$ cat src/rtl/crik_pkg.sv
// ----------------------------------------------------------------------------
// crik_pkg: shared types and constants for the cable robot kinematics block
// Field widths, register indexes, the job record passed from front to back,
// and the sizing of the square-root pipeline.
// ----------------------------------------------------------------------------
package crik_pkg;

  localparam int COORD_BITS  = 16;
  localparam int LENGTH_BITS = 16;

  localparam int EXT_W     = 15;
  localparam int MARGIN_W  = 14;
  localparam int CFG_W     = 15;
  localparam int CFG_IDX_W = 3;

  localparam int BOX_RESET    = 1000;
  localparam int MARGIN_RESET = 0;

  typedef enum logic [CFG_IDX_W-1:0] {
    REG_BOX_WIDTH  = 3'd0,
    REG_BOX_DEPTH  = 3'd1,
    REG_BOX_HEIGHT = 3'd2,
    REG_MARGIN_X   = 3'd3,
    REG_MARGIN_Y   = 3'd4,
    REG_MARGIN_Z   = 3'd5
  } reg_idx_e;

  // Signed compare width: wide enough for a coordinate and for extent - margin.
  localparam int CMP_W = ((COORD_BITS > EXT_W + 1) ? COORD_BITS : EXT_W + 1) + 1;

  // An in-bounds difference never exceeds an extent.
  localparam int DIFF_W = EXT_W;
  localparam int SQ_W   = 2 * DIFF_W;
  localparam int SUM_W  = SQ_W + 2;
  localparam int ROOT_W = SUM_W / 2;
  localparam int REM_W  = ROOT_W + 2;
  localparam int RND_W  = ROOT_W + 1;
  localparam int SAT_W  = (RND_W > LENGTH_BITS) ? RND_W : LENGTH_BITS;

  localparam int STEPS_PER_STAGE = 2;
  localparam int SQRT_STAGES     = ROOT_W / STEPS_PER_STAGE;

  localparam int NUM_CABLES = 4;
  localparam int CABLE_W    = 2;

  localparam logic STATUS_OK  = 1'b0;
  localparam logic STATUS_OOB = 1'b1;

  localparam int QUEUE_DEPTH = 4;
  localparam int QPTR_W      = 2;

  localparam int IN_DATA_W  = ((3 * COORD_BITS + 7) / 8) * 8;
  localparam int OUT_DATA_W = ((CABLE_W + LENGTH_BITS + 7) / 8) * 8;

  typedef struct packed {
    logic              oob;
    logic [DIFF_W-1:0] dx0;
    logic [DIFF_W-1:0] dx1;
    logic [DIFF_W-1:0] dy0;
    logic [DIFF_W-1:0] dy1;
    logic [DIFF_W-1:0] dz;
  } job_t;

endpackage

$ cat src/rtl/crik_front.sv
// ----------------------------------------------------------------------------
// crik_front: configuration registers and target classification
// Holds the box geometry, checks a target against the shrunken box and
// produces the axis differences that the back end squares.
// ----------------------------------------------------------------------------
module crik_front
  import crik_pkg::*;
(
  input  logic                         clk_i,
  input  logic                         rst_ni,
  input  logic                         cfg_we_i,
  input  logic [CFG_IDX_W-1:0]         cfg_idx_i,
  input  logic [CFG_W-1:0]             cfg_data_i,
  input  logic signed [COORD_BITS-1:0] target_x_i,
  input  logic signed [COORD_BITS-1:0] target_y_i,
  input  logic signed [COORD_BITS-1:0] target_z_i,
  output job_t                         job_o
);

  logic [EXT_W-1:0]    width_q, depth_q, height_q;
  logic [MARGIN_W-1:0] margin_x_q, margin_y_q, margin_z_q;

  always_ff @(posedge clk_i or negedge rst_ni) begin
    if (!rst_ni) begin
      width_q    <= EXT_W'(BOX_RESET);
      depth_q    <= EXT_W'(BOX_RESET);
      height_q   <= EXT_W'(BOX_RESET);
      margin_x_q <= MARGIN_W'(MARGIN_RESET);
      margin_y_q <= MARGIN_W'(MARGIN_RESET);
      margin_z_q <= MARGIN_W'(MARGIN_RESET);
    end else if (cfg_we_i) begin
      case (cfg_idx_i)
        REG_BOX_WIDTH:  width_q    <= cfg_data_i[EXT_W-1:0];
        REG_BOX_DEPTH:  depth_q    <= cfg_data_i[EXT_W-1:0];
        REG_BOX_HEIGHT: height_q   <= cfg_data_i[EXT_W-1:0];
        REG_MARGIN_X:   margin_x_q <= cfg_data_i[MARGIN_W-1:0];
        REG_MARGIN_Y:   margin_y_q <= cfg_data_i[MARGIN_W-1:0];
        REG_MARGIN_Z:   margin_z_q <= cfg_data_i[MARGIN_W-1:0];
        default: ;
      endcase
    end
  end

  logic signed [CMP_W-1:0] x_s, y_s, z_s, w_s, d_s, h_s, mx_s, my_s, mz_s;
  logic signed [CMP_W-1:0] rx_s, ry_s, rz_s;
  logic                    in_x, in_y, in_z;

  assign x_s  = CMP_W'(target_x_i);
  assign y_s  = CMP_W'(target_y_i);
  assign z_s  = CMP_W'(target_z_i);
  assign w_s  = signed'(CMP_W'(width_q));
  assign d_s  = signed'(CMP_W'(depth_q));
  assign h_s  = signed'(CMP_W'(height_q));
  assign mx_s = signed'(CMP_W'(margin_x_q));
  assign my_s = signed'(CMP_W'(margin_y_q));
  assign mz_s = signed'(CMP_W'(margin_z_q));

  // Both bounds are inclusive; a margin over half the extent empties the box.
  assign in_x = (x_s >= mx_s) && (x_s <= w_s - mx_s);
  assign in_y = (y_s >= my_s) && (y_s <= d_s - my_s);
  assign in_z = (z_s >= mz_s) && (z_s <= h_s - mz_s);

  assign rx_s = w_s - x_s;
  assign ry_s = d_s - y_s;
  assign rz_s = h_s - z_s;

  always_comb begin
    job_o.oob = !(in_x && in_y && in_z);
    job_o.dx0 = x_s[DIFF_W-1:0];
    job_o.dx1 = rx_s[DIFF_W-1:0];
    job_o.dy0 = y_s[DIFF_W-1:0];
    job_o.dy1 = ry_s[DIFF_W-1:0];
    job_o.dz  = rz_s[DIFF_W-1:0];
  end

endmodule

$ cat src/rtl/crik_queue.sv
// ----------------------------------------------------------------------------
// crik_queue: short job queue between front and back end
// A small first-in first-out store of classified targets.
// ----------------------------------------------------------------------------
module crik_queue
  import crik_pkg::*;
(
  input  logic clk_i,
  input  logic rst_ni,
  input  logic push_i,
  input  job_t job_i,
  output logic full_o,
  input  logic pop_i,
  output job_t job_o,
  output logic valid_o
);

  job_t              mem_q [QUEUE_DEPTH];
  logic [QPTR_W-1:0] wptr_q, rptr_q;
  logic [QPTR_W:0]   cnt_q;
  logic              do_push, do_pop;

  assign full_o  = (cnt_q == (QPTR_W + 1)'(QUEUE_DEPTH));
  assign valid_o = (cnt_q != '0);
  assign job_o   = mem_q[rptr_q];
  assign do_push = push_i && !full_o;
  assign do_pop  = pop_i && valid_o;

  always_ff @(posedge clk_i or negedge rst_ni) begin
    if (!rst_ni) begin
      wptr_q <= '0;
      rptr_q <= '0;
      cnt_q  <= '0;
    end else begin
      if (do_push) begin
        wptr_q <= wptr_q + 1'b1;
      end
      if (do_pop) begin
        rptr_q <= rptr_q + 1'b1;
      end
      if (do_push && !do_pop) begin
        cnt_q <= cnt_q + 1'b1;
      end else if (do_pop && !do_push) begin
        cnt_q <= cnt_q - 1'b1;
      end
    end
  end

  always_ff @(posedge clk_i) begin
    if (do_push) begin
      mem_q[wptr_q] <= job_i;
    end
  end

endmodule

$ cat src/rtl/crik_back.sv
// ----------------------------------------------------------------------------
// crik_back: per-cable length pipeline
// Issues one cable per cycle from the queue head while the output is not
// stalled, squares and sums the axis differences, takes a rounded integer square
// root two bits per stage and holds the result in the output register.
// ----------------------------------------------------------------------------
module crik_back
  import crik_pkg::*;
(
  input  logic                  clk_i,
  input  logic                  rst_ni,
  input  job_t                  job_i,
  input  logic                  job_valid_i,
  output logic                  pop_o,
  output logic                  m_tvalid_o,
  input  logic                  m_tready_i,
  output logic                  status_o,
  output logic [CABLE_W-1:0]    cable_index_o,
  output logic [LENGTH_BITS-1:0] cable_mm_o,
  output logic                  last_o
);

  typedef struct packed {
    logic               oob;
    logic [CABLE_W-1:0] idx;
    logic               last;
  } tag_t;

  typedef struct packed {
    logic [REM_W-1:0]  rem;
    logic [ROOT_W-1:0] root;
    logic [SUM_W-1:0]  sv;
  } sq_t;

  function automatic sq_t sq_step(sq_t a);
    sq_t              b;
    logic [REM_W-1:0] rem_sh;
    logic [REM_W-1:0] trial;
    rem_sh = {a.rem[REM_W-3:0], a.sv[SUM_W-1 -: 2]};
    trial  = {a.root, 2'b01};
    if (rem_sh >= trial) begin
      b.rem  = rem_sh - trial;
      b.root = {a.root[ROOT_W-2:0], 1'b1};
    end else begin
      b.rem  = rem_sh;
      b.root = {a.root[ROOT_W-2:0], 1'b0};
    end
    b.sv = {a.sv[SUM_W-3:0], 2'b00};
    return b;
  endfunction

  // One pipeline stage worth of root digits.
  function automatic sq_t sq_stage(sq_t a);
    sq_t b;
    b = a;
    for (int k = 0; k < STEPS_PER_STAGE; k++) begin
      b = sq_step(b);
    end
    return b;
  endfunction

  localparam logic [CABLE_W-1:0] CABLE_LAST = CABLE_W'(NUM_CABLES - 1);

  logic adv;
  logic issue;
  logic [CABLE_W-1:0] cnt_q;

  assign adv   = !m_tvalid_o || m_tready_i;
  assign issue = job_valid_i && adv;
  assign pop_o = issue && (job_i.oob || cnt_q == CABLE_LAST);

  always_ff @(posedge clk_i or negedge rst_ni) begin
    if (!rst_ni) begin
      cnt_q <= '0;
    end else if (issue) begin
      if (job_i.oob || cnt_q == CABLE_LAST) begin
        cnt_q <= '0;
      end else begin
        cnt_q <= cnt_q + 1'b1;
      end
    end
  end

  // Square stage.
  logic [DIFF_W-1:0] dx, dy;
  tag_t              iss_tag;
  logic              va_q;
  tag_t              ta_q;
  logic [SQ_W-1:0]   sqx_q, sqy_q, sqz_q;

  assign dx = cnt_q[0] ? job_i.dx1 : job_i.dx0;
  assign dy = cnt_q[1] ? job_i.dy1 : job_i.dy0;

  always_comb begin
    iss_tag.oob  = job_i.oob;
    iss_tag.idx  = job_i.oob ? '0 : cnt_q;
    iss_tag.last = job_i.oob || (cnt_q == CABLE_LAST);
  end

  // Sum stage.
  logic             vb_q;
  tag_t             tb_q;
  logic [SUM_W-1:0] sum_q;

  // Root stages.
  logic vs_q [SQRT_STAGES];
  tag_t ts_q [SQRT_STAGES];
  sq_t  ss_q [SQRT_STAGES];
  sq_t  ss_d [SQRT_STAGES];
  sq_t  sq_first;

  always_comb begin
    sq_first.rem  = '0;
    sq_first.root = '0;
    sq_first.sv   = sum_q;
    ss_d[0] = sq_stage(sq_first);
    for (int s = 1; s < SQRT_STAGES; s++) begin
      ss_d[s] = sq_stage(ss_q[s-1]);
    end
  end

  // Rounding and saturation.
  sq_t              fin;
  logic [RND_W-1:0] rounded;
  logic [SAT_W-1:0] ext, lmax, sat;

  assign fin     = ss_q[SQRT_STAGES-1];
  assign rounded = RND_W'(fin.root) + RND_W'(fin.rem > REM_W'(fin.root));
  assign ext     = SAT_W'(rounded);
  assign lmax    = SAT_W'({LENGTH_BITS{1'b1}});
  assign sat     = (ext > lmax) ? lmax : ext;

  always_ff @(posedge clk_i or negedge rst_ni) begin
    if (!rst_ni) begin
      va_q       <= 1'b0;
      vb_q       <= 1'b0;
      m_tvalid_o <= 1'b0;
      for (int s = 0; s < SQRT_STAGES; s++) begin
        vs_q[s] <= 1'b0;
      end
    end else if (adv) begin
      va_q    <= issue;
      vb_q    <= va_q;
      vs_q[0] <= vb_q;
      for (int s = 1; s < SQRT_STAGES; s++) begin
        vs_q[s] <= vs_q[s-1];
      end
      m_tvalid_o <= vs_q[SQRT_STAGES-1];
    end
  end

  always_ff @(posedge clk_i) begin
    if (adv) begin
      ta_q    <= iss_tag;
      sqx_q   <= SQ_W'(dx) * SQ_W'(dx);
      sqy_q   <= SQ_W'(dy) * SQ_W'(dy);
      sqz_q   <= SQ_W'(job_i.dz) * SQ_W'(job_i.dz);
      tb_q    <= ta_q;
      sum_q   <= SUM_W'(sqx_q) + SUM_W'(sqy_q) + SUM_W'(sqz_q);
      ts_q[0] <= tb_q;
      for (int s = 1; s < SQRT_STAGES; s++) begin
        ts_q[s] <= ts_q[s-1];
      end
      for (int s = 0; s < SQRT_STAGES; s++) begin
        ss_q[s] <= ss_d[s];
      end
      status_o      <= ts_q[SQRT_STAGES-1].oob ? STATUS_OOB : STATUS_OK;
      cable_index_o <= ts_q[SQRT_STAGES-1].idx;
      last_o        <= ts_q[SQRT_STAGES-1].last;
      cable_mm_o    <= ts_q[SQRT_STAGES-1].oob ? '0 : sat[LENGTH_BITS-1:0];
    end
  end

endmodule

$ cat src/rtl/cable_robot_inverse_kinematics.sv
// ----------------------------------------------------------------------------
// cable_robot_inverse_kinematics: cable lengths for a four-cable payload robot
// Usage notes follow. A target point enters on the slave stream; one beat
// carries x, y and z. The front end checks the point against the box shrunk
// by the per-axis margins and queues it. A point outside gives one result
// beat with status set and length zero. A point inside gives four beats, one
// per cable (front-left, front-right, rear-left, rear-right), each with the
// length to that anchor rounded to the nearest millimetre; tlast marks the
// final beat of a target.
// Throughput: the back end issues one cable per cycle while the result stream
// is not stalled, so the one result stream limits the rate. A target beat passes
// through the queue register, then issue and square, sum, eight square-root
// stages of two bits each, and the output register.
// Reset loads the default 1000 mm cube with zero margins and empties the queue
// and pipeline. When the receiver stalls, the whole back-end pipeline holds; the
// four-entry queue keeps taking targets until it fills. The user must see that
// configuration registers are written while the block is idle; the block does not enforce it.
// ----------------------------------------------------------------------------
module cable_robot_inverse_kinematics
  import crik_pkg::*;
(
  input  logic                  clk_i,
  input  logic                  rst_ni,
  // Configuration write port.
  input  logic                  cfg_we_i,
  input  logic [CFG_IDX_W-1:0]  cfg_idx_i,
  input  logic [CFG_W-1:0]      cfg_data_i,
  // Target stream.
  input  logic                  s_tvalid_i,
  output logic                  s_tready_o,
  input  logic [IN_DATA_W-1:0]  s_tdata_i,   // target_x, target_y, target_z
  // Result stream.
  output logic                  m_tvalid_o,
  input  logic                  m_tready_i,
  output logic [OUT_DATA_W-1:0] m_tdata_o,   // cable_index, cable_mm, zero pad
  output logic [0:0]            m_tuser_o,   // status
  output logic                  m_tlast_o
);

  job_t front_job;
  job_t head_job;
  logic q_full, q_valid, q_pop;

  logic                   status;
  logic [CABLE_W-1:0]     cable_index;
  logic [LENGTH_BITS-1:0] cable_mm;

  // The front end classifies combinationally; the queue registers the result.
  crik_front u_front (
    .clk_i      (clk_i),
    .rst_ni     (rst_ni),
    .cfg_we_i   (cfg_we_i),
    .cfg_idx_i  (cfg_idx_i),
    .cfg_data_i (cfg_data_i),
    .target_x_i (signed'(s_tdata_i[COORD_BITS-1:0])),
    .target_y_i (signed'(s_tdata_i[2*COORD_BITS-1:COORD_BITS])),
    .target_z_i (signed'(s_tdata_i[3*COORD_BITS-1:2*COORD_BITS])),
    .job_o      (front_job)
  );

  assign s_tready_o = !q_full;

  crik_queue u_queue (
    .clk_i   (clk_i),
    .rst_ni  (rst_ni),
    .push_i  (s_tvalid_i),
    .job_i   (front_job),
    .full_o  (q_full),
    .pop_i   (q_pop),
    .job_o   (head_job),
    .valid_o (q_valid)
  );

  crik_back u_back (
    .clk_i         (clk_i),
    .rst_ni        (rst_ni),
    .job_i         (head_job),
    .job_valid_i   (q_valid),
    .pop_o         (q_pop),
    .m_tvalid_o    (m_tvalid_o),
    .m_tready_i    (m_tready_i),
    .status_o      (status),
    .cable_index_o (cable_index),
    .cable_mm_o    (cable_mm),
    .last_o        (m_tlast_o)
  );

  // Result beat packing: cable index in the low bits, then the length.
  assign m_tdata_o = OUT_DATA_W'({cable_mm, cable_index});
  assign m_tuser_o = status;

endmodule
$ cat config.mk
export PLATFORM = sky130hd
export DESIGN_NAME = cable_robot_inverse_kinematics
export DESIGN_NICKNAME = d
export VERILOG_FILES = /design/src/rtl/crik_pkg.sv /design/src/rtl/crik_front.sv /design/src/rtl/crik_queue.sv /design/src/rtl/crik_back.sv /design/src/rtl/cable_robot_inverse_kinematics.sv
export SDC_FILE = /design/constraint.sdc
export NUM_CORES = 2
export LEC_CHECK = 0
export BUFFER_PORTS_ARGS = -buffer_cell sky130_fd_sc_hd__buf_2
export CORE_AREA = 2 2 521 523
export CTS_CLUSTER_DIAMETER = 200
export DETAILED_ROUTE_END_ITERATION = 6
export DIE_AREA = 0 0 523 525
export PLACE_DENSITY_LB_ADDON = 0.3
export SYNTH_ARGS = -nofsm -noshare
export SYNTH_HDL_FRONTEND = slang
export SYNTH_SLANG_ARGS = --single-unit
$ cat constraint.sdc
create_clock -name clk_i -period 14.4 [get_ports clk_i]
set_input_delay 0.72 -clock clk_i [delete_from_list [all_inputs] [get_ports clk_i]]
set_output_delay 0.72 -clock clk_i [all_outputs]
set_load 0.005 [all_outputs]
==> results.txt <==
- The synthesized design contains 791 enable-type register cells.
- Number of buffers created by CTS: 97
- Critical path's largest stage delay: 650 ps
* Endpoints failing setup: 0
- Of the cells placed in the final design, the portion with a size suffix greater than 1 is 0.0899.
- The core region is 0.269 sq mm.
* Post-route clock skew: 70.5 ps
- N_diodes: 0
- Avg Cell Area, Syn: 11.0 sq um
- Type of element capturing the critical path: register
- Area of the die: 0.275 sq mm
- Outcome: complete, no violations
- All-layer global routing usage: 0.114
- After routing, the total negative slack on setup checks comes to 0 ps.
* Capture point of the worst path: u_back.sqy_q[29]
* Synth top cells by count: sky130_fd_sc_hd__inv_1, sky130_fd_sc_hd__edfxtp_1, sky130_fd_sc_hd__ha_1, sky130_fd_sc_hd__nor2_1
- Count of placed standard cells in the final layout, fillers left out: 9858
- Dominant cell by count in the synthesized netlist: sky130_fd_sc_hd__inv_1
- The critical path contains buffers and inverters numbering 8 combined.
* Final standard cell area without fillers: 0.0752 sq mm
- For this configuration, the core starts out at a cell density of 0.249.
- The number of antenna violations at the first check in global routing was 2.
* Die Ht: 525 um
- Tightest Hold Check Type: in2reg
- Post-CTS repair changed the size of 0 cells.
- Class of the most critical setup path: reg2reg
- Minimum clock period: 9080 ps
- STA puts the critical path data required time at 14880 ps.
- After detailed routing, the total wire length is 156 mm.
- Max-cap violations in this run came to 0.
* CTS tree: yes
* Arrival time worst endpoint: 9560 ps
* FMAX: 0.110 GHz
- Across all layers, the routed design uses 43.5k vias.
- Summed over all layers, the global routing overflow is 0.
- Layout Area Growth over Synthesis: 12.1%
- Biggest area contributors in the synthesized netlist: sky130_fd_sc_hd__edfxtp_1, sky130_fd_sc_hd__ha_1, sky130_fd_sc_hd__fa_1
- The synthesized design spends more area on one cell type than any other, namely sky130_fd_sc_hd__edfxtp_1.
- Combined area of all synthesized cells: 0.0671 sq mm
- The tree is rooted in a sky130_fd_sc_hd__clkbuf_16.
- Detailed-route vias per instance: 4.42
* Critical path startpoint category: register
- Post-synthesis cell count: 6091
- For this run, the detailed router's first-pass iteration total came to 7.
- Async S/R FF share, synth: 0.119
- The clock tree synthesis step divided the H-tree into 3 levels.
- Routability-driven placement finished with a final weighted congestion of 0.835.
- On the critical path the largest part of the delay comes from adder cells.
- DRC errors left: 0
* Final Max Tran Viols: 0
- Top fanout value on the critical path: 34
* First-pass GRT wire length: 251 mm
* Number of cells on the critical path: 27
- Post-detailed-placement half-perimeter wirelength: 121 mm
* Proportion of synthesized chip area in sequential cells: 0.394
* FP Rows: 191
- In the final routed layout, each cell accounts on average for 15.8 um.
- During placement, the flow inserted port buffers numbering 92.
* Critical-path top delay cell: sky130_fd_sc_hd__dfrtp_4
- Placement-stage cell area: 0.0719 sq mm
* Max Root-Sink Buffers: 3
- The synthesized netlist contains 89 unique library cells.
- Die width: 523 um
- Synthesis-stage register bit count: 898
- Count of nets left with antenna violations after detail routing: 0
- Unrepaired setup endpoints after global routing: no
* Maximum number of pins on one net before global-route repair: 141
* Actual slew at the worst max-slew pin: 1220 ps
* CTS clk-pin slew, worst paths: 70 ps
* Final period utilization: 0.631
- In this run, placement finished with an instance count of 9679.
- In this run the tightest slew margin relative to its limit is 0.173.
* Total count of hold-check failures in the final report: 0
- The clock net in this run drives a total of 898 sinks.
- Yosys printed 0 warnings.
* Worst R2R Start: u_queue.rptr_q[0]
- Register-to-register path setup slack: 5320 ps
- For the worst flop-to-flop path, the logic depth is 27.
- Clk Latency, worst-skew pair: 740 ps
- Initial DRC count: 2565
- Critical path origin: u_queue.rptr_q[0]
- Vias in the first global route: 45.7k
- Number of nets in the layout: 7375
- In the synthesized netlist the dominant register cell turns out to be sky130_fd_sc_hd__edfxtp_1.
* Fraction of post-synthesis cell area in the top cell type by area: 0.354
- R2R Path End: u_back.sqy_q[29]
- IO Count: 99
-- area by class of cell --
class	instances	area, sq um
clock buffers	114	2510
fillers	27814	194000
well taps	3570	4470
clock inverters	64	783
flip-flops and latches	898	26500
multi-input cells	4163	36800
repair buffers	129	756
inverters	920	3470
-- repair_timing --
item | CTS | global route
setup buffers | 0 | 0
hold buffers | 1 | 0
endpoints found under the setup margin | 0 | 0
endpoints found under the hold margin | 43 | 0
-- metal layers --
| metal | part of all wire | vias to the layer above | global-route usage |
|---|---|---|---|
| li1 | - | 21409 | - |
| met1 | 0.46 | 21302 | 0.151 |
| met2 | 0.48 | 639 | 0.196 |
| met3 | 0.032 | 188 | 0.0139 |
| met4 | 0.027 | 0 | 0.0314 |
| met5 | 0 | - | 0 |
-- logic make-up after synthesis --
group / count (synthesis) / share of synthesized area
AND/OR/NAND/NOR: 1432 / 0.100
adder cells (fa/ha/maj): 1095 / 0.251
buffers and inverters: 1036 / 0.0589
AO/OA/AOI/OAI: 1010 / 0.0952
flip-flops: 898 / 0.394
XOR/XNOR: 381 / 0.0497
multiplexers: 237 / 0.0506
other: 2 / 0.000112
-- how the worst min path moves through the flow --
stage / end / slack, ps / start / cells past startpoint
final: u_queue.mem_q[2][30] / 290 / s_tdata_i[16] / 1
after global placement: u_back.ss_q[0][27] / 400 / u_back.sum_q[27] / 0
after global routing: u_queue.mem_q[0][71] / 250 / s_tdata_i[11] / 1
after floorplan: u_back.cable_index_o[0] / 400 / u_back.ts_q[1][13] / 0
after detailed placement: u_back.ss_q[0][144] / 400 / u_back.ss_q[0][78] / 0
after CTS: u_queue.mem_q[2][30] / 220 / s_tdata_i[16] / 1
-- sequential cells by signal (all words and copies together) (netlist names), 3 cells and up --
name	flops
u_back.sum_q	32
u_back.vs_q	8
u_queue.cnt_q	3
u_back.cable_mm_o	16
u_queue.mem_q	304
u_back.sqz_q	29
u_back.ts_q	32
u_back.sqx_q	29
u_front.margin_z_q	14
u_back.ss_q	308
u_front.margin_y_q	14
u_back.tb_q	4
u_front.depth_q	15
u_front.margin_x_q	14
u_front.width_q	15
u_front.height_q	15
u_back.sqy_q	29
u_back.ta_q	4
-- stage by stage --
step	hold slack [ps]	setup slack [ps]	utilization
6_report	293	5320	0.279
5_1_grt	253	4750	0.279
4_1_cts	217	5210	0.279
3_5_place_dp	405	5270	0.267
3_3_place_gp	401	5280	0.267
2_1_floorplan	400	125	-
-- layout by cell type (no fill, tap or decap), drive strengths merged, types with 30 or more instances in the layout --
cell type,Yosys,final
nand2b,56,56
a211oi,37,37
xnor2,259,259
a21oi,306,306
clkinv,12,47
inv,908,917
nand2,418,418
o21bai,30,30
ha,680,680
xor2,122,122
o21a,73,73
buf,22,128
dfrtp,89,89
nand4,54,54
edfxtp,791,791
o21ai,241,241
mux2,126,126
nor2b,60,60
nand3,86,86
mux4,69,69
fa,415,415
nor2,433,433
or2,34,34
a31oi,30,30
mux2i,42,42
and3,30,30
and2,50,50
clkbuf,94,114
nor3,100,100
a21o,98,98
Power is left out: the tool's default activity adds up to more than one toggle a clock period on the data nets, which glitch-free logic cannot reach.
